`config.mk`:
```
export PLATFORM = sky130hd
export DESIGN_NAME = ftr_front
export DESIGN_NICKNAME = d
export VERILOG_FILES = /design/src/rtl/core/ftr_pkg.sv /design/src/rtl/core/ftr_front.sv
export SDC_FILE = /design/constraint.sdc
export NUM_CORES = 1
export LEC_CHECK = 0
export BUFFER_PORTS_ARGS = -buffer_cell sky130_fd_sc_hd__buf_2
export CAP_MARGIN = 5
export CORE_MARGIN = 2
export CORE_UTILIZATION = 57
export CTS_CLUSTER_DIAMETER = 120
export DETAILED_ROUTE_END_ITERATION = 8
export GPL_TIMING_DRIVEN = 0
export PLACE_DENSITY = 0.78
export SKIP_CTS_REPAIR_TIMING = 1
export SLEW_MARGIN = 20
export SYNTH_ARGS = -nofsm -noshare
export SYNTH_HDL_FRONTEND = slang
export SYNTH_SLANG_ARGS = --single-unit
```
`constraint.sdc`:
```
create_clock -name clk -period 5.55 [get_ports clk]
set_input_delay 0.2775 -clock clk [delete_from_list [all_inputs] [get_ports clk]]
set_output_delay 0.2775 -clock clk [all_outputs]
set_load 0.01 [all_outputs]
```
`src/rtl/core/ftr_pkg.sv`:
```
// Shared types, constants and helper functions for the frame to timecode resolver.
// Depends on nothing; every other file of the block refers to it by scoped names.
package ftr_pkg;

	localparam int TIME_W   = 64;
	localparam int FRAME_W  = 48;
	localparam int DAY_W    = 25;   // nominal rate times seconds per day stays below 2**25
	localparam int NOM_W    = 8;
	localparam int SCNT_W   = 28;   // start timecode as a frame count
	localparam int CFG_IW   = 8;
	localparam int OUT_W    = 216;

	localparam logic [CFG_IW-1:0] REG_FPS        = 8'd0;
	localparam logic [CFG_IW-1:0] REG_REL_BASE   = 8'd1;
	localparam logic [CFG_IW-1:0] REG_FRAME_START = 8'd2;
	localparam logic [CFG_IW-1:0] REG_START_H    = 8'd3;
	localparam logic [CFG_IW-1:0] REG_START_M    = 8'd4;
	localparam logic [CFG_IW-1:0] REG_START_S    = 8'd5;
	localparam logic [CFG_IW-1:0] REG_START_F    = 8'd6;

	localparam logic [15:0] FPS_DEFAULT = 16'd6144;
	localparam logic [15:0] FPS_MIN     = 16'd256;
	localparam logic [15:0] FPS_MAX     = 16'd61440;
	localparam logic [8:0]  RATE_MAX    = 9'd240;
	localparam logic [7:0]  HOURS_MAX   = 8'd23;
	localparam logic [7:0]  MIN_SEC_MAX = 8'd59;
	localparam logic [16:0] SECS_PER_DAY  = 17'd86400;
	localparam logic [11:0] SECS_PER_HOUR = 12'd3600;
	localparam logic [5:0]  SECS_PER_MIN  = 6'd60;

	localparam logic [FRAME_W-1:0] FRAME48_MAX = 48'h7FFF_FFFF_FFFF;

	// exact reciprocal multiplies: divide by 3600 for seconds below one day, by 60 below one hour
	localparam logic [22:0] DIV3600_MUL = 23'd4772186;
	localparam int          DIV3600_SH  = 34;
	localparam logic [12:0] DIV60_MUL   = 13'd4370;
	localparam int          DIV60_SH    = 18;

	typedef struct packed {
		logic [FRAME_W-1:0] eff;
		logic [TIME_W-1:0]  rel;
		logic [TIME_W-1:0]  fnum;
	} payload_t;

	typedef struct packed {
		logic [TIME_W-1:0] rel_base;
		logic [TIME_W-1:0] frame_start;
		logic              rate_ok;
		logic              start_ok;
		logic              fallback;
		logic [NOM_W-1:0]  nom;
		logic [DAY_W-1:0]  day;
		logic [SCNT_W-1:0] start_count;
	} cfg_t;

	typedef struct packed {
		logic [4:0] h;
		logic [5:0] m;
		logic [5:0] s;
		logic [7:0] f;
	} tc_t;

	// signed 64-bit add that clips at the signed limits
	function automatic logic [TIME_W-1:0] sat_add(input logic [TIME_W-1:0] a,
		input logic [TIME_W-1:0] b);
		logic [TIME_W-1:0] s;
		s = a + b;
		if ((a[TIME_W-1] == b[TIME_W-1]) && (s[TIME_W-1] != a[TIME_W-1])) begin
			s = a[TIME_W-1] ? {1'b1, {(TIME_W-1){1'b0}}} : {1'b0, {(TIME_W-1){1'b1}}};
		end
		return s;
	endfunction

	// one restoring remainder step against the day length
	function automatic logic [DAY_W-1:0] mod_step(input logic [DAY_W-1:0] r,
		input logic nbit, input logic [DAY_W-1:0] day);
		logic [DAY_W:0] t;
		t = {r, nbit};
		if (t >= {1'b0, day}) begin
			t = t - {1'b0, day};
		end
		return t[DAY_W-1:0];
	endfunction

endpackage

```
`src/rtl/core/ftr_front.sv`:
```
// Front stages: rounding of the Q47.16 time, saturating base adds, timecode source pick.
// Depends on ftr_pkg.
module ftr_front (
	input  logic                        clk,
	input  logic                        arst_n,
	input  logic                        en,
	input  logic                        in_valid,
	input  logic [ftr_pkg::TIME_W-1:0]  in_time,
	input  ftr_pkg::cfg_t               cfg,
	output logic                        out_valid,
	output logic [ftr_pkg::TIME_W-1:0]  out_tc,
	output ftr_pkg::payload_t           out_pay
);

	logic                         v_s1, v_s2;
	logic [ftr_pkg::FRAME_W-1:0]  eff_s1;
	ftr_pkg::payload_t            pay_s2;

	logic                         neg;
	logic [ftr_pkg::TIME_W-1:0]   mag, rsum;
	logic [ftr_pkg::FRAME_W-1:0]  r48, eff_c;
	logic [ftr_pkg::TIME_W-1:0]   eff64;

	always_comb begin
		neg   = in_time[63];
		mag   = neg ? (64'd0 - in_time) : in_time;
		rsum  = mag + 64'h8000;
		r48   = rsum[63:16];
		if (!neg) begin
			eff_c = r48[47] ? ftr_pkg::FRAME48_MAX : r48;
		end else begin
			eff_c = 48'd0 - r48;
		end
	end

	assign eff64 = {{16{eff_s1[47]}}, eff_s1};

	always_ff @(posedge clk or negedge arst_n) begin
		if (!arst_n) begin
			v_s1      <= 1'b0;
			v_s2      <= 1'b0;
			out_valid <= 1'b0;
		end else if (en) begin
			v_s1      <= in_valid;
			v_s2      <= v_s1;
			out_valid <= v_s2;
		end
	end

	always_ff @(posedge clk) begin
		if (en) begin
			eff_s1      <= eff_c;
			pay_s2.eff  <= eff_s1;
			pay_s2.rel  <= ftr_pkg::sat_add(eff64, cfg.rel_base);
			pay_s2.fnum <= ftr_pkg::sat_add(eff64, cfg.frame_start);
			out_pay     <= pay_s2;
			out_tc      <= cfg.fallback ? pay_s2.rel :
				ftr_pkg::sat_add({36'd0, cfg.start_count}, {{16{pay_s2.eff[47]}}, pay_s2.eff});
		end
	end

endmodule

```
* Word-level counts from Yosys, hierarchy flattened
Cells that the tools add are included.
Operators by class: add/sub/neg operators 6, equal/unequal tests 4, muxes and demuxes 8, bitwise gates (word level) 1, reduce and logical (&&, ||, !) cells 3
Operator list (number):
- 2-to-1 mux 64 bit | 6
- adder 64 bit | 2
- adder 64 x 16 -> 64 bit, second input constant | 1
- subtractor 1 x 64 -> 64 bit, first input constant | 1
- adder 29 x 48 -> 49 bit | 1
- 2-to-1 mux 48 bit | 1
- subtractor 1 x 48 -> 48 bit, first input constant | 1
- 2-to-1 mux 47 bit | 1
- logical AND 1 bit | 3
- equality test 1 bit | 2
- inequality test 1 bit | 2
- inverter 1 bit | 1
Storage, ports and cells: register bits 467, output and inout port bits 241, logic and storage cells 33

* Longest topological paths before layout
depth after elaboration 5, mapped depth 26, depth with buffers taken out 18

* Least setup slack after synthesis
OpenSTA, ideal clock, no wires.
path type input port to flip-flop, start input in_time[63] in the netlist's numbering, end register eff_s1[47] in the netlist's numbering, data pin, arrival 6.542 ns, data required time 5.404 ns, slack -1.138 ns, stages on the path 26, cell sequence buf_2 clkbuf_1 clkbuf_1 clkbuf_1 buf_1 clkbuf_1 buf_1 clkbuf_1 clkbuf_1 o21ai_0 xnor2_1 ha_1 nand2_1 nor3_1 nand3_1 a32oi_1 o21a_1 nand2_1 mux2i_1 a211oi_2 or3b_1 clkbuf_1 nor3_2 nand3_1 or4_1 a21oi_1
On the way: longest elaborated chain between the ends 5
Ends and longest elaborated chain:
- start, declared | line ftr_front.sv:8 | input logic [ftr_pkg::TIME_W-1:0] in_time,
- subtractor 1 x 64 -> 64 bit | line ftr_front.sv:26 | mag = neg ? (64'd0 - in_time) : in_time;
- 2-to-1 mux 64 bit | line ftr_front.sv:26
- adder 64 x 16 -> 64 bit | line ftr_front.sv:27 | rsum = mag + 64'h8000;
- subtractor 1 x 48 -> 48 bit | line ftr_front.sv:32 | eff_c = 48'd0 - r48;
- 2-to-1 mux 48 bit * | line ftr_front.sv:29 | if (!neg) begin
- end signal, assigned | line ftr_front.sv:52 | eff_s1 <= eff_c;
- end, declared | line ftr_front.sv:16 | logic [ftr_pkg::FRAME_W-1:0] eff_s1;
Mark *: on every way between the ends. The rest lies on a longest branch, timed or not. A chain may end at the register's enable or synchronous reset.

* Worst setup path in the final report
start register eff_s1[0] in the netlist's numbering, end register pay_s2[120] in the netlist's numbering, data pin
On the way: longest elaborated chain between the ends 4
Ends and longest elaborated chain:
- adder 64 bit * | line ftr_pkg.sv:67 | s = a + b;
- inequality test 1 bit | line ftr_pkg.sv:68 | if ((a[TIME_W-1] == b[TIME_W-1]) && (s[TIME_W-1] != a[TIME_W-1])) begin
- logical AND 1 bit | line ftr_pkg.sv:68
- 2-to-1 mux 64 bit * | line ftr_pkg.sv:68
- end, declared | line ftr_front.sv:17 | ftr_pkg::payload_t pay_s2;
Marks and branches as above.

==> impl_metrics.yaml <==
sta:
  finClkSkew_ps: 32.0
  finalSetupTns_ps: 0
  post-route-period-util_pct: 95.8
  period_minus_slack_ps: 5320
  relSlewSlack_pct: 42.2
  final_max_slew_viol_count: 0
  setup_viol: 0
  timing.fmax_mhz: 188
  setup_ws_ps: 235
  rsz0062_at_grt: "false"
  hold_violations: 0
  worst_pin_slew_ps: 845
synthesis:
  ys_ff_latch: 467
  syn_area_per_cell_um2: 10.6
  synthFlopType: "edfxtp_1"
  synthSimpleGateAreaFrac_pct: 14.4
  synthDistinctLibCells: 91
  synth_fa_ha_area_share_pct: 7.17
  async_reset_ff_share_pct: 0.642
  synth_edf_count: 464
  synth_xor_area_share_pct: 8.21
  yosysTopAreaCell: "edfxtp_1"
  ys_warn_count: 0
  synth_nets: 3117
  syn_inst: 2696
  yosys.area.top_type_share_pct: 48.6
  synth_compound_area_share_pct: 18.6
  synth_top_family_by_area: "compound AO/OA/AOI/OAI gates"
  ys_seq_area_share_pct: 48.8
  syn_area_mm2: 0.0287
  synth_area_leaders: "edfxtp_1 (49%), ha_1 (6.9%), o21ai_0 (4.3%)"
  synth_mux_area_share_pct: 0.366
worst_setup_path:
  crit_chain: "ha_1, inv_1, fa_1, nor2b_1, o21ai_0, o21ai_0, a31o_2, o21ai_0, and2_1, o21ai_1, a41oi_1, o311a_1, o21ai_0, a21oi_1, nor4bb_1, or3_1"
  setup.worst_path.class: "flop to flop"
  required_ps: 5880
  cp_common_cell: "o21ai_0"
  cp-end-kind: "flop"
  crit_path_max_fanout: 5
  r2r_setup_slack_ps: 230
  arrival_ps: 5650
  worstSetupStartpointType: "flop"
  critPathMaxStageDelay_ps: 510
  crit_path_top_delay_cell: "o21ai_0"
final_layout:
  most-common-layout-cells: "buf_2 (464), edfxtp_1 (464), o21ai_0 (244)"
  fin_cells: 3948
  layout-drive-gt1-share_pct: 20.0
  syn2layout_area_growth_pct: 18.2
  fin_area_mm2: 0.0339
  final_nets: 3646
global_route:
  grt_first_pass_wirelength_um: 132000
  grt_max_degree: 108
  antenna_found_initial: 16
  grt_overflow: 0
  grtUsageTotal_pct: 32.7
  first_global_vias: 23127
drt:
  drt-initial-drc-count: 2354
  dr.pass1.iters: 6
  wl_per_cell_um: 22.3
  viasPerCell: 6.16
  ant_nets: 0
  drcViolationCount: 0
  num_vias: 24332
  routed_wl_um: 88100
clocking:
  clock-sinks: 467
  tritoncts: "done"
  clk_path_buf_depth: 3
  path_clk_slew_ps: 60
  cts_buffers: 47
  clk_latency_ps: 590
  cts_max_level: 2
  clockRootBuffer: "clkbuf_16"
placed_design:
  dpl-instance-area_mm2: 0.0320
  place_ws_ps: -1780
  dp_cells: 3831
  dp_hpwl_um: 70100
  port_buffers: 457
  routabilityCongestion: 0.976
die:
  initial_utilization_pct: 57.4
  die_h_um: 228
  ios: 501
  dieArea_mm2: 0.0521
  die_width_um: 228
  core_area_mm2: 0.0500
  rows: 82
pwr:
  vdd_drop_max_v: 0.000204
  power.static_leakage_nw: 13.5
  power.density_mw_per_mm2: 317
min_path:
  min_path_type: "primary input to async pin"
run:
  maxCapViolations: 0
status:
  status: "completed"
-- flip-flops by register name, indices dropped and copies added (netlist names) --
register / count
out_pay: 176
pay_s2: 176
out_tc: 64
eff_s1: 48
out_valid: 1
v_s1: 1
v_s2: 1
-- report_power, final --
group / switching (mW) / internal [mW] / leakage [nW]
Sequential: 0.284 / 4.55 / 4.58
Clock: 1.35 / 1.87 / 0.769
Combinational: 1.62 / 1.08 / 8.15
-- cell usage after synthesis, types with 40 or more instances --
master	number
a31oi_1	40
nor2_1	150
clkbuf_1	90
ha_1	158
nor2b_1	66
a21o_1	111
nand2_1	142
nand2b_1	41
inv_1	73
xor2_1	131
nand3_1	55
nor3_1	72
o21ai_0	245
xnor2_1	138
edfxtp_1	464
a21oi_1	211
-- kinds of logic (layout without fill, tap and decap cells) --
| logic type | after synthesis | in the layout |
|---|---|---|
| compound gates | 846 | 846 |
| xor+xnor | 269 | 269 |
| fa+ha+maj | 163 | 163 |
| buf+inv | 179 | 745 |
| flops | 467 | 467 |
| mux | 10 | 10 |
| other cells | 0 | 14 |
| simple gates | 762 | 762 |
-- metal layers --
layer	global-route usage, %	share of wire, %	vias to the layer above
li1	-	-	11347
met1	41.4	39	11535
met2	56.2	49	1206
met3	4.09	7.4	242
met4	15.2	4.9	2
met5	0	0.015	-
-- worst max-delay path: cells and delay by family, from the launching register on --
kind	cells	cell delay, ps
buffers and inverters	1	70
AO/OA/AOI/OAI	9	2970
flip-flops	1	500
AND/OR/NAND/NOR	4	890
adder cells (fa/ha/maj)	2	650
-- metrics by stage --
stage,utilization (%),hold slack (ps),power (mW)
global route,67.9,42.7,11.2
floorplan,-,-18.1,6.50
detailed placement,64.1,76.8,7.51
CTS,67.2,-534,10.7
global placement,63.8,73.6,7.45
finish,67.9,13.2,10.7
-- cell type report --
type	instances	area, um2
multi-input combinational	2050	14100
timing repair buffer	485	2620
antenna	14	35.0
clock buffer	53	1220
sequential	467	14000
inverter	73	274
buffer	101	442
fill	3746	16000
tap	672	841
clock inverter	33	347
-- worst paths after layout --
kind | cells past startpoint | endpoint | startpoint
hold reg to reg | 0 | out_pay[32] | pay_s2[32]
min in group clk | 2 | pay_s2[127] | cfg[191]
setup / recovery | 16 | pay_s2[120] | eff_s1[0]
hold / removal | 2 | v_s1 | arst_n
max in group asynchronous | 2 | out_valid | arst_n
setup reg to reg | 16 | pay_s2[120] | eff_s1[0]
No activity file was read; power rests on OpenSTA's default activity.
