**src/rtl/core/ftr_pkg.sv**
```systemverilog
// Shared types, constants and helper functions for the frame to timecode resolver.
// Depends on nothing; every other file of the block refers to it by scoped names.
package ftr_pkg;

	localparam int TIME_W   = 64;
	localparam int FRAME_W  = 48;
	localparam int DAY_W    = 25;   // nominal rate times seconds per day stays below 2**25
	localparam int NOM_W    = 8;
	localparam int SCNT_W   = 28;   // start timecode as a frame count
	localparam int CFG_IW   = 8;
	localparam int OUT_W    = 216;

	localparam logic [CFG_IW-1:0] REG_FPS        = 8'd0;
	localparam logic [CFG_IW-1:0] REG_REL_BASE   = 8'd1;
	localparam logic [CFG_IW-1:0] REG_FRAME_START = 8'd2;
	localparam logic [CFG_IW-1:0] REG_START_H    = 8'd3;
	localparam logic [CFG_IW-1:0] REG_START_M    = 8'd4;
	localparam logic [CFG_IW-1:0] REG_START_S    = 8'd5;
	localparam logic [CFG_IW-1:0] REG_START_F    = 8'd6;

	localparam logic [15:0] FPS_DEFAULT = 16'd6144;
	localparam logic [15:0] FPS_MIN     = 16'd256;
	localparam logic [15:0] FPS_MAX     = 16'd61440;
	localparam logic [8:0]  RATE_MAX    = 9'd240;
	localparam logic [7:0]  HOURS_MAX   = 8'd23;
	localparam logic [7:0]  MIN_SEC_MAX = 8'd59;
	localparam logic [16:0] SECS_PER_DAY  = 17'd86400;
	localparam logic [11:0] SECS_PER_HOUR = 12'd3600;
	localparam logic [5:0]  SECS_PER_MIN  = 6'd60;

	localparam logic [FRAME_W-1:0] FRAME48_MAX = 48'h7FFF_FFFF_FFFF;

	// exact reciprocal multiplies: divide by 3600 for seconds below one day, by 60 below one hour
	localparam logic [22:0] DIV3600_MUL = 23'd4772186;
	localparam int          DIV3600_SH  = 34;
	localparam logic [12:0] DIV60_MUL   = 13'd4370;
	localparam int          DIV60_SH    = 18;

	typedef struct packed {
		logic [FRAME_W-1:0] eff;
		logic [TIME_W-1:0]  rel;
		logic [TIME_W-1:0]  fnum;
	} payload_t;

	typedef struct packed {
		logic [TIME_W-1:0] rel_base;
		logic [TIME_W-1:0] frame_start;
		logic              rate_ok;
		logic              start_ok;
		logic              fallback;
		logic [NOM_W-1:0]  nom;
		logic [DAY_W-1:0]  day;
		logic [SCNT_W-1:0] start_count;
	} cfg_t;

	typedef struct packed {
		logic [4:0] h;
		logic [5:0] m;
		logic [5:0] s;
		logic [7:0] f;
	} tc_t;

	// signed 64-bit add that clips at the signed limits
	function automatic logic [TIME_W-1:0] sat_add(input logic [TIME_W-1:0] a,
		input logic [TIME_W-1:0] b);
		logic [TIME_W-1:0] s;
		s = a + b;
		if ((a[TIME_W-1] == b[TIME_W-1]) && (s[TIME_W-1] != a[TIME_W-1])) begin
			s = a[TIME_W-1] ? {1'b1, {(TIME_W-1){1'b0}}} : {1'b0, {(TIME_W-1){1'b1}}};
		end
		return s;
	endfunction

	// one restoring remainder step against the day length
	function automatic logic [DAY_W-1:0] mod_step(input logic [DAY_W-1:0] r,
		input logic nbit, input logic [DAY_W-1:0] day);
		logic [DAY_W:0] t;
		t = {r, nbit};
		if (t >= {1'b0, day}) begin
			t = t - {1'b0, day};
		end
		return t[DAY_W-1:0];
	endfunction

endpackage

```
**src/rtl/core/ftr_cfg.sv**
```systemverilog
// Configuration register file and values derived from it (nominal rate, day length,
// start frame count, validity flags). Depends on ftr_pkg.
module ftr_cfg (
	input  logic                        clk,
	input  logic                        arst_n,
	input  logic                        cfg_valid,
	output logic                        cfg_ready,
	input  logic [ftr_pkg::CFG_IW-1:0]  cfg_index,
	input  logic [ftr_pkg::TIME_W-1:0]  cfg_data,
	output ftr_pkg::cfg_t               cfg
);

	logic [15:0]                 fps_q;
	logic [ftr_pkg::TIME_W-1:0]  rel_base_q;
	logic [ftr_pkg::TIME_W-1:0]  start_q;
	logic [7:0]                  sh_q, sm_q, ss_q, sf_q;
	logic                        rate_ok_q;
	logic [ftr_pkg::NOM_W-1:0]   nom_q;
	logic                        start_ok_q;
	logic [ftr_pkg::DAY_W-1:0]   day_q;
	logic [ftr_pkg::SCNT_W-1:0]  scnt_q;

	logic                        rate_ok_c;
	logic [15:0]                 fps_c;
	logic [16:0]                 fps_rnd;
	logic [8:0]                  nom9;
	logic [ftr_pkg::NOM_W-1:0]   nom_c;
	logic [19:0]                 secs_c;
	logic [ftr_pkg::SCNT_W-1:0]  scnt_c;
	logic [ftr_pkg::DAY_W-1:0]   day_c;

	assign cfg_ready = 1'b1;

	always_ff @(posedge clk or negedge arst_n) begin
		if (!arst_n) begin
			fps_q      <= ftr_pkg::FPS_DEFAULT;
			rel_base_q <= '0;
			start_q    <= '0;
			sh_q       <= '0;
			sm_q       <= '0;
			ss_q       <= '0;
			sf_q       <= '0;
		end else if (cfg_valid) begin
			case (cfg_index)
				ftr_pkg::REG_FPS:         fps_q      <= cfg_data[15:0];
				ftr_pkg::REG_REL_BASE:    rel_base_q <= cfg_data;
				ftr_pkg::REG_FRAME_START: start_q    <= cfg_data;
				ftr_pkg::REG_START_H:     sh_q       <= cfg_data[7:0];
				ftr_pkg::REG_START_M:     sm_q       <= cfg_data[7:0];
				ftr_pkg::REG_START_S:     ss_q       <= cfg_data[7:0];
				ftr_pkg::REG_START_F:     sf_q       <= cfg_data[7:0];
				default: ;
			endcase
		end
	end

	// first level: rate check and rounded nominal rate
	always_comb begin
		rate_ok_c = (fps_q >= ftr_pkg::FPS_MIN) && (fps_q <= ftr_pkg::FPS_MAX);
		fps_c     = rate_ok_c ? fps_q : ftr_pkg::FPS_DEFAULT;
		fps_rnd   = {1'b0, fps_c} + 17'd128;
		nom9      = fps_rnd[16:8];
		if (nom9 == 9'd0) begin
			nom_c = 8'd1;
		end else if (nom9 > ftr_pkg::RATE_MAX) begin
			nom_c = ftr_pkg::RATE_MAX[7:0];
		end else begin
			nom_c = nom9[7:0];
		end
	end

	// second level: everything that hangs off the nominal rate
	always_comb begin
		secs_c = ({12'd0, sh_q} * {8'd0, ftr_pkg::SECS_PER_HOUR})
			+ ({12'd0, sm_q} * {14'd0, ftr_pkg::SECS_PER_MIN}) + {12'd0, ss_q};
		scnt_c = ({8'd0, secs_c} * {20'd0, nom_q}) + {20'd0, sf_q};
		day_c  = {17'd0, nom_q} * {8'd0, ftr_pkg::SECS_PER_DAY};
	end

	always_ff @(posedge clk or negedge arst_n) begin
		if (!arst_n) begin
			rate_ok_q  <= 1'b1;
			nom_q      <= 8'd24;
			start_ok_q <= 1'b1;
			day_q      <= 25'd2073600;
			scnt_q     <= '0;
		end else begin
			rate_ok_q  <= rate_ok_c;
			nom_q      <= nom_c;
			start_ok_q <= (sh_q <= ftr_pkg::HOURS_MAX) && (sm_q <= ftr_pkg::MIN_SEC_MAX)
				&& (ss_q <= ftr_pkg::MIN_SEC_MAX) && (sf_q < nom_q);
			day_q      <= day_c;
			scnt_q     <= scnt_c;
		end
	end

	always_comb begin
		cfg.rel_base    = rel_base_q;
		cfg.frame_start = start_q;
		cfg.rate_ok     = rate_ok_q;
		cfg.start_ok    = start_ok_q;
		cfg.fallback    = !rate_ok_q || !start_ok_q;
		cfg.nom         = nom_q;
		cfg.day         = day_q;
		cfg.start_count = scnt_q;
	end

endmodule

```
**config.mk**
```make
export PLATFORM = sky130hd
export DESIGN_NAME = ftr_cfg
export DESIGN_NICKNAME = d
export VERILOG_FILES = /design/src/rtl/core/ftr_pkg.sv /design/src/rtl/core/ftr_cfg.sv
export SDC_FILE = /design/constraint.sdc
export NUM_CORES = 1
export LEC_CHECK = 0
export BUFFER_PORTS_ARGS = -buffer_cell sky130_fd_sc_hd__buf_4
export CORE_ASPECT_RATIO = 1.2
export CORE_MARGIN = 4
export CORE_UTILIZATION = 25
export CTS_CLUSTER_DIAMETER = 80
export DETAILED_ROUTE_END_ITERATION = 10
export PLACE_DENSITY = 0.47
export SYNTH_ARGS = -nofsm -noshare
export SYNTH_HDL_FRONTEND = slang
export SYNTH_SLANG_ARGS = --single-unit
```
**constraint.sdc**
```tcl
create_clock -name clk -period 10.9 [get_ports clk]
set_clock_uncertainty 0.15 [all_clocks]
set_input_delay 1.635 -clock clk [delete_from_list [all_inputs] [get_ports clk]]
set_output_delay 1.635 -clock clk [all_outputs]
set_load 0.05 [all_outputs]
```
# Word-level counts from Yosys, hierarchy flattened
# Cells that the tools add are included.
dict set report op_classes {
  n_addsub 4
  multipliers 4
  n_lt_le_gt_ge 7
  n_eq_ne 6
  mux 3
  n_reduce_logical 16
}
# operator n
set ops {}
lappend ops {{adder 28 x 8 -> 28 bit} 1}
lappend ops {{multiplier 20 x 8 -> 28 bit} 1}
lappend ops {{equality test 8 x 3 -> 1 bit (second input constant)} 3}
lappend ops {{adder 20 x 14 -> 20 bit} 1}
lappend ops {{adder 20 x 8 -> 20 bit} 1}
lappend ops {{multiplier 8 x 10 -> 18 bit (second input constant)} 1}
lappend ops {{adder 16 x 8 -> 17 bit (second input constant)} 1}
lappend ops {{equality test 8 x 2 -> 1 bit (second input constant)} 2}
lappend ops {{greater-or-equal comparator 16 x 9 -> 1 bit (second input constant)} 1}
lappend ops {{less-or-equal comparator 16 bit (second input constant)} 1}
lappend ops {{less-or-equal comparator 8 x 6 -> 1 bit (second input constant)} 2}
lappend ops {{multiplier 8 x 8 -> 16 bit (second input constant)} 1}
lappend ops {{2-to-1 mux 16 bit} 1}
lappend ops {{2-to-1 mux 8 bit} 2}
lappend ops {{AND reduction 2 bit} 7}
lappend ops {{multiplier 8 x 4 -> 12 bit (second input constant)} 1}
lappend ops {{> comparator 9 x 8 -> 1 bit (second input constant)} 1}
lappend ops {{zero test 9 bit} 1}
lappend ops {{equality test 8 x 1 -> 1 bit (second input constant)} 1}
lappend ops {{less-or-equal comparator 8 x 5 -> 1 bit (second input constant)} 1}
lappend ops {{zero test 8 bit} 1}
lappend ops {{less-than comparator 8 bit} 1}
lappend ops {{logical AND 1 bit} 4}
lappend ops {{zero test 1 bit} 2}
lappend ops {{logical OR 1 bit} 1}
dict set report totals {
  ff_bits 232
  inputBits 75
  output_inout_bits 193
  elab_cells 52
}

# Depth between registers and ports, before layout
dict set report depth {
  ltp_word 7
  mapped_depth 37
  mapped_depth_nobuf 37
}

# Worst setup path after synthesis
# OpenSTA, ideal clock, no wires.
dict set report synth_timing {
  path_type {reg2reg}
  start {reg sm_q[3]}
  end {reg scnt_q[26] (netlist name)}
  setup_time_ns 0.079
  arrival_time_ns 8.173
  required_ns 10.671
  slack_ns 2.498
  path_stages_with_launch 32
  n_path_buf 0
  synth_period_minus_slack_ns 8.402
  path_cell_list {dfrtp_1 -> inv_1 -> fa_1 -> fa_1 -> inv_1 -> ha_1 -> a21oi_1 -> nor2b_1 -> o21a_1 -> o41ai_2 -> or4b_1 -> o211ai_1 -> ha_1 -> ha_1 -> or3_1 -> o21ai_0 -> xor2_1 -> nor2_1 -> fa_1 -> fa_1 -> fa_1 -> inv_1 -> fa_1 -> inv_1 -> ha_1 -> nand2_1 -> o21ai_0 -> o21ai_0 -> a31oi_1 -> nor3_1 -> o21ai_0 -> xor2_1}
}
dict set report synth_between {
  elab_chain_cells 5
}
# element line_no
set synth_lines {}
lappend synth_lines {{start: declaration} ftr_cfg.sv:16} ;# logic [7:0] sh_q, sm_q, ss_q, sf_q;
lappend synth_lines {{start signal: assignment} ftr_cfg.sv:49} ;# ftr_pkg::REG_START_M: sm_q <= cfg_data[7:0];
lappend synth_lines {{multiplier 8 x 4 -> 12 bit} ftr_cfg.sv:75} ;# + ({12'd0, sm_q} * {14'd0, ftr_pkg::SECS_PER_MIN}) + {12'd0, ss_q};
lappend synth_lines {{adder 20 x 14 -> 20 bit} ftr_cfg.sv:75}
lappend synth_lines {{adder 20 x 8 -> 20 bit} ftr_cfg.sv:75}
lappend synth_lines {{multiplier 20 x 8 -> 28 bit} ftr_cfg.sv:76} ;# scnt_c = ({8'd0, secs_c} * {20'd0, nom_q}) + {20'd0, sf_q};
lappend synth_lines {{adder 28 x 8 -> 28 bit} ftr_cfg.sv:76}
lappend synth_lines {{named net scnt_c (one bit)} ftr_cfg.sv:29} ;# logic [ftr_pkg::SCNT_W-1:0] scnt_c;
lappend synth_lines {{end signal: assignment} ftr_cfg.sv:93} ;# scnt_q <= scnt_c;
lappend synth_lines {{end: declaration} ftr_cfg.sv:21} ;# logic [ftr_pkg::SCNT_W-1:0] scnt_q;
# The timed path passes the listed nets, and every way through them passes these cells.
# A chain may end at the register's enable or synchronous reset.

# Worst setup path after layout
dict set report layout_timing {
  start {reg sm_q[2]}
  end {reg scnt_q[26] (netlist name)}
}
# Same word-level chain as after synthesis.

==> flow_summary.toml <==
[outcome]
status = "finished, final reports clean"

[synth]
synth_warnings = 0
synth-seq-area-share_pct = 32.4
synth.top_cells.by_area = "dfrtp_1, fa_1, ha_1, mux2_2, inv_1"
synth_top_area_share_pct = 30.4
synth_top_area_cell = "dfrtp_1"
synth_cells = 1621
synth_edf_count = 0
async_flop_share_pct = 100
syn_area_um2 = 17900
synth_cell_types = 72
ys_dominant_reg_cell = "dfrtp_1"
synthTopCellsByCount = "inv_1, dfrtp_1, ha_1"
synth_seq_cells = 232
synth_most_common_cell = "inv_1"
synth_area_per_cell_um2 = 11.1

[critical_path]
crit_fanout = 8
required_ns = 11.25
timing.rr.end = "scnt_q[26]"
crit_family = "adder cells"
end_kind = "flop"
arrival_ns = 9.51
crit_path_end = "scnt_q[26]"
worst-r2r-setup-slack_ns = 1.74
critPathBufInv = 4
cp-start-kind = "flop"
cp-startpoint = "sm_q[2]"
critPathSlowestCell = "fa_1"
slowest_delay_ns = 0.56
crit_cells = 31
rr_worst_depth = 31
r2r-start = "sm_q[2]"
crit_top_cell = "fa_1"
crit_type = "reg2reg"

[route]
wl_um = 47600
vias = 12235
wl_per_cell_um = 16.9
route.detailed.drc = 0
ant_nets = 0
drtPass1Iterations = 4
drt_iter0_markers = 322
via_per_inst = 4.34

[timing]
fmax_ghz = 0.109
hold_viol = 0
relSlewSlack_pct = 23.8
final_max_slew_viol_count = 0
min_period_over_period_pct = 84.0
rsz0062_at_grt = "false"
final-setup-viol-count = 0
finalCriticalPeriod_ns = 9.16
tightestPinTransition_ns = 1.14
fin_tns_setup_ns = 0

[clock_network]
clock_latency_ns = 0.59
numCtsBuffers = 28
h-tree-depth = 1
clk_path_buf_depth = 3
cts_tree = "yes"
cts_setup_buffers = 0
ctsHoldBuffers = 0
cts_resized = 0
root_buffer = "clkbuf_16"
cts.sinks = 232
clk_pin_slew_ns = 0.06

[place]
gp_congestion = 0.791
dp_cells = 2771
io_buffer_count = 259
place_hpwl_um = 37400

[power_and_ir_drop]
p_per_area_nw_per_um2 = 322
p_seq_share_pct = 15.5
p_sw_mw = 3.44
power_mw = 7.01
switching_share_pct = 49.0
vdd_drop_max_uv = 269
p_int_mw = 3.57
power.static_leakage_nw = 11.2
clock_power_share_pct = 13.1
p_comb_share_pct = 71.4

[grt]
grt-ovfl-total = 0
grt_pass1_vias = 13714
grt_start_max_net_pins = 101
grt.total_usage_pct = 12.5
grt_pass1_wl_um = 76400
grt_antenna_before_repair = 1

[cells_and_area]
n_fill_cell = 7244
layout.nets = 2299
synthToLayoutAreaGrowth_pct = 21.4
instances_no_fill = 2821
drive_gt1_share_pct = 27.1

[worst_hold_path]
holdCritPathClass = "reg2reg"

[floorplanning]
die_w_um = 253
rows = 107
die_y_um = 302
io_pins = 268
start_util_pct = 25.2
die-area_um2 = 76200
coreArea_um2 = 71100

[run]
maxCapViolations = 0
## worst min path at each step
stage	start	end	slack [ns]	cells past startpoint
3_3_place_gp	rel_base_q[46]	rel_base_q[46]	0.34	1
6_report	rel_base_q[10]	rel_base_q[10]	0.36	1
5_1_grt	fps_q[4]	fps_q[4]	0.37	1
2_1_floorplan	fps_q[0]	fps_q[0]	0.33	1
3_5_place_dp	rel_base_q[1]	rel_base_q[1]	0.35	1
4_1_cts	rel_base_q[10]	rel_base_q[10]	0.36	1
## logic make-up after synthesis
logic type      synth area share, %
xor+xnor                       3.02
other cells                  0.0418
compound gates                 6.60
flops                          32.4
mux                            10.7
buf+inv                        6.36
simple gates                   10.2
fa+ha+maj                      30.6
## stage by stage
| step | utilization [%] | hold slack (ns) | setup WS [ns] | area [um2] |
|---|---|---|---|---|
| detailed placement | 29.4 | 0.346 | 1.68 | 20900 |
| global route | 30.6 | 0.370 | 1.08 | 21800 |
| floorplan | - | 0.331 | 2.50 | 18000 |
| CTS | 30.6 | 0.361 | 1.66 | 21800 |
| finish | 30.7 | 0.357 | 1.74 | 21800 |
| global placement | 29.4 | 0.342 | 1.81 | 20900 |
## state kept, by name, summed over array words and instances (netlist names)
name and flops:
fps_q 16, scnt_q 28, start_ok_q 1, rate_ok_q 1, day_q 18, sh_q 8
start_q 64, rel_base_q 64, ss_q 8, nom_q 8, sm_q 8, sf_q 8
## area by class of cell
| class | count | area [um2] | area share [%] |
|---|---|---|---|
| Tap cell | 926 | 1160 | 5.32 |
| Multi-Input combinational cell | 1113 | 11000 | 50.6 |
| Antenna cell | 1 | 2.50 | 0.0115 |
| Sequential cell | 232 | 5820 | 26.7 |
| Clock inverter | 10 | 118 | 0.540 |
| Timing Repair Buffer | 268 | 2020 | 9.27 |
| Clock buffer | 39 | 782 | 3.59 |
| Inverter | 232 | 871 | 4.00 |
## power groups by stage
stage | logic, mW | registers, mW | clock network, mW
final | 5.00 | 1.09 | 0.920
after global routing | 5.80 | 1.10 | 0.990
after CTS | 5.12 | 1.09 | 0.958
after detailed placement | 5.06 | 1.11 | 0
after global placement | 5.00 | 1.11 | 0
after floorplan | 3.61 | 1.41 | 0
## cells in the final DEF, fill, tap and decap left out, types with 9 or more instances in the layout
master / netlist / final
xor2_1: 19 / 19
nor4_1: 9 / 9
nand3_1: 14 / 14
a21oi_1: 54 / 54
clkbuf_16: 0 / 28
o21ai_0: 36 / 36
fa_1: 151 / 151
nand2b_1: 21 / 21
buf_4: 12 / 267
xnor2_1: 41 / 41
mux2_2: 168 / 168
ha_1: 198 / 198
inv_1: 232 / 232
nor2b_1: 10 / 10
dfrtp_1: 218 / 218
a21o_1: 22 / 22
dfstp_2: 14 / 14
nor2_1: 55 / 55
and2_1: 84 / 84
nor3_1: 9 / 9
nand2_1: 98 / 98
## layer usage
metal	vias up	part of all wire, %	GRT usage [%]
met5	-	0	0
met4	0	2.6	3.06
met3	55	6.5	3.61
met2	244	49	21.8
met1	6076	42	15.1
li1	5860	-	-
No activity file was read; power rests on OpenSTA's default activity.
