### src/rtl/core/ftr_pkg.sv
// Shared types, constants and helper functions for the frame to timecode resolver.
// Depends on nothing; every other file of the block refers to it by scoped names.
package ftr_pkg;

	localparam int TIME_W   = 64;
	localparam int FRAME_W  = 48;
	localparam int DAY_W    = 25;   // nominal rate times seconds per day stays below 2**25
	localparam int NOM_W    = 8;
	localparam int SCNT_W   = 28;   // start timecode as a frame count
	localparam int CFG_IW   = 8;
	localparam int OUT_W    = 216;

	localparam logic [CFG_IW-1:0] REG_FPS        = 8'd0;
	localparam logic [CFG_IW-1:0] REG_REL_BASE   = 8'd1;
	localparam logic [CFG_IW-1:0] REG_FRAME_START = 8'd2;
	localparam logic [CFG_IW-1:0] REG_START_H    = 8'd3;
	localparam logic [CFG_IW-1:0] REG_START_M    = 8'd4;
	localparam logic [CFG_IW-1:0] REG_START_S    = 8'd5;
	localparam logic [CFG_IW-1:0] REG_START_F    = 8'd6;

	localparam logic [15:0] FPS_DEFAULT = 16'd6144;
	localparam logic [15:0] FPS_MIN     = 16'd256;
	localparam logic [15:0] FPS_MAX     = 16'd61440;
	localparam logic [8:0]  RATE_MAX    = 9'd240;
	localparam logic [7:0]  HOURS_MAX   = 8'd23;
	localparam logic [7:0]  MIN_SEC_MAX = 8'd59;
	localparam logic [16:0] SECS_PER_DAY  = 17'd86400;
	localparam logic [11:0] SECS_PER_HOUR = 12'd3600;
	localparam logic [5:0]  SECS_PER_MIN  = 6'd60;

	localparam logic [FRAME_W-1:0] FRAME48_MAX = 48'h7FFF_FFFF_FFFF;

	// exact reciprocal multiplies: divide by 3600 for seconds below one day, by 60 below one hour
	localparam logic [22:0] DIV3600_MUL = 23'd4772186;
	localparam int          DIV3600_SH  = 34;
	localparam logic [12:0] DIV60_MUL   = 13'd4370;
	localparam int          DIV60_SH    = 18;

	typedef struct packed {
		logic [FRAME_W-1:0] eff;
		logic [TIME_W-1:0]  rel;
		logic [TIME_W-1:0]  fnum;
	} payload_t;

	typedef struct packed {
		logic [TIME_W-1:0] rel_base;
		logic [TIME_W-1:0] frame_start;
		logic              rate_ok;
		logic              start_ok;
		logic              fallback;
		logic [NOM_W-1:0]  nom;
		logic [DAY_W-1:0]  day;
		logic [SCNT_W-1:0] start_count;
	} cfg_t;

	typedef struct packed {
		logic [4:0] h;
		logic [5:0] m;
		logic [5:0] s;
		logic [7:0] f;
	} tc_t;

	// signed 64-bit add that clips at the signed limits
	function automatic logic [TIME_W-1:0] sat_add(input logic [TIME_W-1:0] a,
		input logic [TIME_W-1:0] b);
		logic [TIME_W-1:0] s;
		s = a + b;
		if ((a[TIME_W-1] == b[TIME_W-1]) && (s[TIME_W-1] != a[TIME_W-1])) begin
			s = a[TIME_W-1] ? {1'b1, {(TIME_W-1){1'b0}}} : {1'b0, {(TIME_W-1){1'b1}}};
		end
		return s;
	endfunction

	// one restoring remainder step against the day length
	function automatic logic [DAY_W-1:0] mod_step(input logic [DAY_W-1:0] r,
		input logic nbit, input logic [DAY_W-1:0] day);
		logic [DAY_W:0] t;
		t = {r, nbit};
		if (t >= {1'b0, day}) begin
			t = t - {1'b0, day};
		end
		return t[DAY_W-1:0];
	endfunction

endpackage

### src/rtl/core/ftr_split.sv
// Split a frame count within one day into frames and hours, minutes, seconds.
// Pipelined division by the nominal rate, then reciprocal multiplies. Depends on ftr_pkg.
module ftr_split (
	input  logic                        clk,
	input  logic                        arst_n,
	input  logic                        en,
	input  logic                        in_valid,
	input  logic [ftr_pkg::DAY_W-1:0]   in_wrapped,
	input  ftr_pkg::payload_t           in_pay,
	input  logic [ftr_pkg::NOM_W-1:0]   nom,
	output logic                        out_valid,
	output ftr_pkg::tc_t                out_tc,
	output ftr_pkg::payload_t           out_pay
);

	localparam int STAGES = 5;
	localparam int STEPS  = ftr_pkg::DAY_W / STAGES;

	logic                       v_s   [1:STAGES];
	logic [ftr_pkg::DAY_W-1:0]  n_s   [1:STAGES];
	logic [ftr_pkg::NOM_W-1:0]  r_s   [1:STAGES];
	ftr_pkg::payload_t          pay_s [1:STAGES];

	logic                       v_s6, v_s7, v_s8;
	logic [4:0]                 h_s6, h_s7, h_s8;
	logic [16:0]                tot_s6;
	logic [11:0]                soh_s7, soh_s8;
	logic [5:0]                 m_s8;
	logic [7:0]                 f_s6, f_s7, f_s8;
	ftr_pkg::payload_t          pay_s6, pay_s7, pay_s8;

	logic [39:0]                hprod;
	logic [16:0]                hsub;
	logic [24:0]                mprod;
	logic [11:0]                msub;

	for (genvar k = 0; k < STAGES; k++) begin : g_stage
		logic [ftr_pkg::DAY_W-1:0] n_in, n_c;
		logic [ftr_pkg::NOM_W-1:0] r_in, r_c;
		logic                      v_in;
		ftr_pkg::payload_t         p_in;
		logic [ftr_pkg::NOM_W:0]   t;

		if (k == 0) begin : g_first
			assign n_in = in_wrapped;
			assign r_in = '0;
			assign v_in = in_valid;
			assign p_in = in_pay;
		end else begin : g_next
			assign n_in = n_s[k];
			assign r_in = r_s[k];
			assign v_in = v_s[k];
			assign p_in = pay_s[k];
		end

		// restoring divide: quotient bits shift in where dividend bits leave
		always_comb begin
			n_c = n_in;
			r_c = r_in;
			t   = '0;
			for (int j = 0; j < STEPS; j++) begin
				t = {r_c, n_c[ftr_pkg::DAY_W-1]};
				if (t >= {1'b0, nom}) begin
					t   = t - {1'b0, nom};
					n_c = {n_c[ftr_pkg::DAY_W-2:0], 1'b1};
				end else begin
					n_c = {n_c[ftr_pkg::DAY_W-2:0], 1'b0};
				end
				r_c = t[ftr_pkg::NOM_W-1:0];
			end
		end

		always_ff @(posedge clk or negedge arst_n) begin
			if (!arst_n) begin
				v_s[k+1] <= 1'b0;
			end else if (en) begin
				v_s[k+1] <= v_in;
			end
		end

		always_ff @(posedge clk) begin
			if (en) begin
				n_s[k+1]   <= n_c;
				r_s[k+1]   <= r_c;
				pay_s[k+1] <= p_in;
			end
		end
	end

	always_comb begin
		hprod = n_s[STAGES][16:0] * ftr_pkg::DIV3600_MUL;
		hsub  = tot_s6 - ({12'd0, h_s6} * {5'd0, ftr_pkg::SECS_PER_HOUR});
		mprod = soh_s7 * ftr_pkg::DIV60_MUL;
		msub  = soh_s8 - ({6'd0, m_s8} * {6'd0, ftr_pkg::SECS_PER_MIN});
	end

	always_ff @(posedge clk or negedge arst_n) begin
		if (!arst_n) begin
			v_s6      <= 1'b0;
			v_s7      <= 1'b0;
			v_s8      <= 1'b0;
			out_valid <= 1'b0;
		end else if (en) begin
			v_s6      <= v_s[STAGES];
			v_s7      <= v_s6;
			v_s8      <= v_s7;
			out_valid <= v_s8;
		end
	end

	always_ff @(posedge clk) begin
		if (en) begin
			h_s6     <= hprod[ftr_pkg::DIV3600_SH+4:ftr_pkg::DIV3600_SH];
			tot_s6   <= n_s[STAGES][16:0];
			f_s6     <= r_s[STAGES];
			pay_s6   <= pay_s[STAGES];
			h_s7     <= h_s6;
			soh_s7   <= hsub[11:0];
			f_s7     <= f_s6;
			pay_s7   <= pay_s6;
			h_s8     <= h_s7;
			soh_s8   <= soh_s7;
			m_s8     <= mprod[ftr_pkg::DIV60_SH+5:ftr_pkg::DIV60_SH];
			f_s8     <= f_s7;
			pay_s8   <= pay_s7;
			out_tc.h <= h_s8;
			out_tc.m <= m_s8;
			out_tc.s <= msub[5:0];
			out_tc.f <= f_s8;
			out_pay  <= pay_s8;
		end
	end

endmodule

### config.mk
export PLATFORM = sky130hd
export DESIGN_NAME = ftr_split
export DESIGN_NICKNAME = d
export VERILOG_FILES = /design/src/rtl/core/ftr_pkg.sv /design/src/rtl/core/ftr_split.sv
export SDC_FILE = /design/constraint.sdc
export NUM_CORES = 2
export LEC_CHECK = 0
export BUFFER_PORTS_ARGS = -buffer_cell sky130_fd_sc_hd__buf_2
export CAP_MARGIN = 10
export CORE_ASPECT_RATIO = 1.2
export CORE_MARGIN = 4
export CORE_UTILIZATION = 64
export DETAILED_ROUTE_END_ITERATION = 10
export PLACE_DENSITY = 0.83
export SYNTH_ARGS = -nofsm -noshare
export SYNTH_HDL_FRONTEND = slang
export SYNTH_SLANG_ARGS = --single-unit
### constraint.sdc
create_clock -name clk -period 23.6 [get_ports clk]
set_clock_uncertainty 0.1 [all_clocks]
set_input_delay 2.36 -clock clk [delete_from_list [all_inputs] [get_ports clk]]
set_output_delay 2.36 -clock clk [all_outputs]
set_load 0.005 [all_outputs]
# --- After elaboration in Yosys (flattened, before gate mapping) ---
# Memories as Yosys holds them, arrays and structs flattened. A register that Yosys moved wholly into a read port is not among the register bits.
# Cells that the tools add are included.
# W data, S select, Z words.
classes:
  mux: 52
  n_addsub: 27
  multipliers: 4
  magnitude_cmp: 25
ops:
  columns: ["op", "count"]
  rows:
  - ["$ge A9 B8 Y1", 24]
  - ["$mux W8", 25]
  - ["$sub A8 B8 Y8", 24]
  - ["$mul A17 B22 Y38 const B", 1]
  - ["$mux W1", 27]
  - ["$mul A12 B12 Y23 const B", 1]
  - ["$sub A12 B12 Y12", 1]
  - ["$ge A1 B8 Y1", 1]
  - ["$mul A5 B8 Y8 const B", 1]
  - ["$sub A1 B8 Y8", 1]
  - ["$mul A6 B4 Y4 const B", 1]
  - ["$sub A6 B6 Y6", 1]
word_totals:
  ram_bits: 1045
  n_memories: 3
  input_bits: 213
  wordCells: 142
  output_inout_bits: 202
  reg_bits: 629
memory_table:
  columns: ["memory", "depth", "width", "read_ports", "rd_ports_with_merged_regs", "write_ports", "line", "source"]
  rows:
  - ["pay_s", 5, 176, 5, 1, 5, "ftr_split.sv:22", "ftr_pkg::payload_t pay_s [1:STAGES];"]
  - ["n_s", 5, 25, 5, 0, 5, "ftr_split.sv:20", "logic [ftr_pkg::DAY_W-1:0] n_s [1:STAGES];"]
  - ["r_s", 5, 8, 5, 1, 5, "ftr_split.sv:21", "logic [ftr_pkg::NOM_W-1:0] r_s [1:STAGES];"]

# --- Depth between registers and ports, before layout ---
# An unclocked memory read counts as a cell.
depth:
  depth_word: 11
  ltp_mapped: 52
  mapped_depth_nobuf: 49

# --- Worst setup path after synthesis ---
# OpenSTA, ideal clock, no wires.
synth_path:
  path_type: "input to register"
  startpoint: "input port nom[1] in the netlist's numbering"
  endpoint: "memory r_s[5][3] in the netlist's numbering (data pin)"
  path_stages: 49
  t_required_ns: 23.240
  setup_slack_ns: 9.692
  arrival_time_ns: 13.549
  setup_time_ns: 0.260
  n_path_buf: 1
  path_cell_list: "inv_1 -> ha_1 -> nor2b_1 -> o21ba_2 -> nor3_1 -> o21a_1 -> inv_2 -> o21ai_0 -> inv_1 -> ha_1 -> nor2b_1 -> o31ai_1 -> a21oi_1 -> o221a_2 -> nor2_1 -> o21ai_1 -> clkbuf_1 -> mux2_2 -> (+13 left out) -> a21oi_1 -> o21ai_0 -> a21oi_1 -> o22a_1 -> or3b_2 -> mux2i_4 -> mux2i_1 -> ha_1 -> nor2b_1 -> o21ai_0 -> a21boi_0 -> o21ai_0 -> nand2b_1 -> a31o_2 -> o21ai_0 -> or3b_1 -> mux2i_4 -> mux2_2"
synth_lines:
  columns: ["item", "line", "source"]
  rows:
  - ["from (decl)", "ftr_split.sv:10", "input logic [ftr_pkg::NOM_W-1:0] nom,"]
  - ["to (decl)", "ftr_split.sv:21", null]

==> flow_metrics.env <==
export IMPL_status="completed"
export IMPL_synthSimpleGateAreaFrac_pct=3.21
export IMPL_setup_worst_path_start="nom[6]"
export IMPL_wl_met3_um=5950
export IMPL_finalHoldViolCount=0
export IMPL_wl_met1_um=48700
export IMPL_slew_violations=0
export IMPL_crit_family="compound AO/OA/AOI/OAI gates"
export IMPL_synthMuxAreaShare_pct=2.48
export IMPL_finalSetupTns_ns=0
export IMPL_crit_required_ns=24.02
export IMPL_routed_wirelength_um=124000
export IMPL_cts_tree="built"
export IMPL_cp_endpoint="r_s[5][6]"
export IMPL_synth_ff_type="edfxtp_1"
export IMPL_ys_types=85
export IMPL_vias=33271
export IMPL_cts_buffers=163
export IMPL_setup_viol=0
export IMPL_cp_start_kind="input pin"
export IMPL_drive_above_1_share_pct=17.9
export IMPL_slowest_delay_ns=0.62
export IMPL_cts_htree_levels=4
export IMPL_synth_xor_area_share_pct=1.57
export IMPL_syn_num_nets=4637
export IMPL_postCtsHoldBufs=0
export IMPL_cp_depth=49
export IMPL_synth_edff_count=1812
export IMPL_die_y_um=375
export IMPL_track_usage_pct=21.4
export IMPL_first_iter_violations=1995
export IMPL_cp_max_fo=11
export IMPL_r2r_end="r_s[5][6]"
export IMPL_dr_pass1_iters=7
export IMPL_drt_vias_per_instance=5.45
export IMPL_placementRows=134
export IMPL_slowest_stage="mux2i_2"
export IMPL_route_met2_wl_um=66100
export IMPL_core_sq_um=111000
export IMPL_start_util_pct=64.5
export IMPL_synth_fa_ha_area_share_pct=11.0
export IMPL_worstPathArrival_ns=14.88
export IMPL_critPathKind="input pin to flop"
export IMPL_dieArea_sq_um=118000
export IMPL_place_port_buffers=414
export IMPL_r2r_slack_ns=10.64
export IMPL_place_area_sq_um=76000
export IMPL_worst_hold_slack_ns=0.290
export IMPL_fill_cells=6724
export IMPL_finalCriticalPeriod_ns=14.46
export IMPL_synth_cells=3868
export IMPL_final_area_sq_um=81300
export IMPL_area_growth_pct=13.1
export IMPL_stdcell_count=6101
export IMPL_grt_antenna_before_repair=22
export IMPL_dieWidth_um=314
export IMPL_hold_class="flop to flop"
export IMPL_reg2regPathDepth=46
export IMPL_dpl_cell_count=5797
export IMPL_async_reset_ff_share_pct=0.494
export IMPL_nets=5235
export IMPL_fin_crit_sh_pct=61.3
export IMPL_cts_clk_slew_worst_paths_ns=0.07
export IMPL_place_gp_congestion=0.829
export IMPL_grt_pass1_vias=34376
export IMPL_overflow=0
export IMPL_cts_root_buf="clkbuf_16"
export IMPL_crit_top_cell="o21ai_0"
export IMPL_yosysSeqAreaShare_pct=76.1
export IMPL_max_freq_mhz=69.2
export IMPL_cts_setup_buffers=0
export IMPL_netlist_area_sq_um=71800
export IMPL_synth_avg_cell_area_sq_um=18.6
export IMPL_drc=0
export IMPL_clock_sinks=1821
export IMPL_cts_buffer_depth=3
export IMPL_top_level_ports=415
export IMPL_rsz0062_at_grt="no"
export IMPL_ant_nets=0
export IMPL_synth_top_family_by_area="adder cells"
export IMPL_maxSlewHeadroom_pct=23.1
export IMPL_ys_seq_elements=1821
export IMPL_cap_violations=0
export IMPL_worst_pin_slew_ns=1.15
export IMPL_grt_pass1_wl_um=192000
export IMPL_grt_max_degree=209
export IMPL_endpoint_kind="flop"
export IMPL_cts_resized=0
export IMPL_r2r_start="r_s[4][2]"
export IMPL_synth_warnings=0
export IMPL_dr_max_layer_used="met5"
export IMPL_dp_hpwl_um=77100
export IMPL_synth_compound_area_share_pct=3.99
export IMPL_clk_latency_ns=0.79
export IMPL_crit_buf_inv=6
export IMPL_wl_per_cell_um=20.4
[cell usage in the layout (no fill, tap or decap), types with 30 or more instances in the layout]
| master | netlist | routed |
|---|---|---|
| nor2b_1 | 52 | 52 |
| nand3_1 | 45 | 45 |
| buf_2 | 2 | 413 |
| xor2_1 | 45 | 45 |
| clkinv_2 | 1 | 31 |
| clkbuf_1 | 7 | 32 |
| xnor2_1 | 84 | 84 |
| ha_1 | 428 | 428 |
| o21ai_0 | 115 | 115 |
| clkbuf_16 | 0 | 166 |
| a21o_1 | 45 | 45 |
| o21a_1 | 32 | 32 |
| fa_1 | 128 | 128 |
| inv_1 | 298 | 298 |
| a21oi_1 | 93 | 93 |
| nand2b_1 | 30 | 30 |
| clkinv_1 | 0 | 31 |
| edfxtp_1 | 1812 | 1812 |
| nand2_1 | 84 | 84 |
| mux2_2 | 96 | 96 |
| mux2i_1 | 47 | 47 |
| nor2_1 | 128 | 128 |
[sequential cells by signal (all words and copies together) (netlist names), 12 cells and up]
name / count
out_tc: 25
r_s: 40
soh_s7: 12
pay_s: 880
pay_s7: 176
pay_s6: 176
out_pay: 176
pay_s8: 176
tot_s6: 12
n_s: 88
[synthesized netlist by cell type, drive strengths merged (4+ instances only)]
cell / instances / share of area [%]
a21boi: 17 / 0.18
a311oi: 4 / 0.049
nor4: 5 / 0.044
o31a: 6 / 0.073
dfrtp: 9 / 0.31
or3: 7 / 0.061
and2: 5 / 0.044
edfxtp: 1812 / 76
a211oi: 22 / 0.24
a31o: 4 / 0.049
nor3: 24 / 0.17
a211o: 5 / 0.061
o21bai: 13 / 0.14
o21ai: 117 / 0.82
a2111oi: 6 / 0.11
or4b: 8 / 0.11
or2: 8 / 0.070
a21o: 45 / 0.47
fa: 128 / 3.6
o21a: 32 / 0.33
clkbuf: 7 / 0.037
nand4: 27 / 0.24
o31ai: 15 / 0.16
nor2: 130 / 0.69
and4: 4 / 0.049
a21oi: 93 / 0.65
o211ai: 17 / 0.18
mux2: 107 / 1.7
nand2: 84 / 0.44
nand3: 45 / 0.31
a31oi: 10 / 0.11
and3: 7 / 0.063
mux2i: 51 / 0.77
xor2: 45 / 0.55
xnor2: 84 / 1.0
inv: 303 / 1.6
nand2b: 30 / 0.26
buf: 5 / 0.051
o2111a: 4 / 0.063
nor2b: 52 / 0.45
nor3b: 7 / 0.073
ha: 428 / 7.5
[logic make-up (layout without fill, tap and decap cells)]
family                   Yosys count  count (layout)
AND/OR/NAND/NOR                  453             453
adder cells (fa/ha/maj)          556             556
flip-flops                      1821            1821
multiplexers                     158             158
buffers and inverters            316            1042
XOR/XNOR                         129             129
other                              0              11
AO/OA/AOI/OAI                    435             435
[layout make-up]
type / count / area (sq um) / area share (%)
Clock buffer: 198 / 4270 / 5.26
Multi-Input combinational cell: 1731 / 16000 / 19.7
Inverter: 304 / 1140 / 1.41
Tap cell: 1496 / 1870 / 2.30
Timing Repair Buffer: 445 / 2360 / 2.90
Sequential cell: 1821 / 54600 / 67.2
Clock inverter: 95 / 971 / 1.19
Antenna cell: 11 / 27.5 / 0.0339
[metrics by stage]
stage | setup slack, ns | util, %
3_5_place_dp | 8.49 | 68.3
5_1_grt | 8.14 | 73.0
3_3_place_gp | 8.76 | 68.3
2_1_floorplan | 9.69 | -
4_1_cts | 9.25 | 73.0
6_report | 9.14 | 73.0
[how the worst min path moves through the flow]
stage	to	from	cells past startpoint	slack (ns)
6_report	pay_s[3][40]	pay_s[2][40]	0	0.29
5_1_grt	pay_s7[77]	pay_s6[77]	0	0.30
4_1_cts	pay_s[3][40]	pay_s[2][40]	0	0.29
3_5_place_dp	f_s6[6]	r_s[5][6]	0	0.30
3_3_place_gp	pay_s[5][132]	pay_s[4][132]	0	0.30
2_1_floorplan	f_s6[0]	r_s[5][0]	0	0.30
[metal layers]
layer / up-vias / track usage (%)
met5: - / 0
met3: 236 / 4.06
met4: 10 / 7.64
met1: 16296 / 26.0
met2: 783 / 38.5
li1: 15946 / -
Power is not shown: default switching activity piles up to over one toggle a cycle in this logic, so the estimate is an artifact.
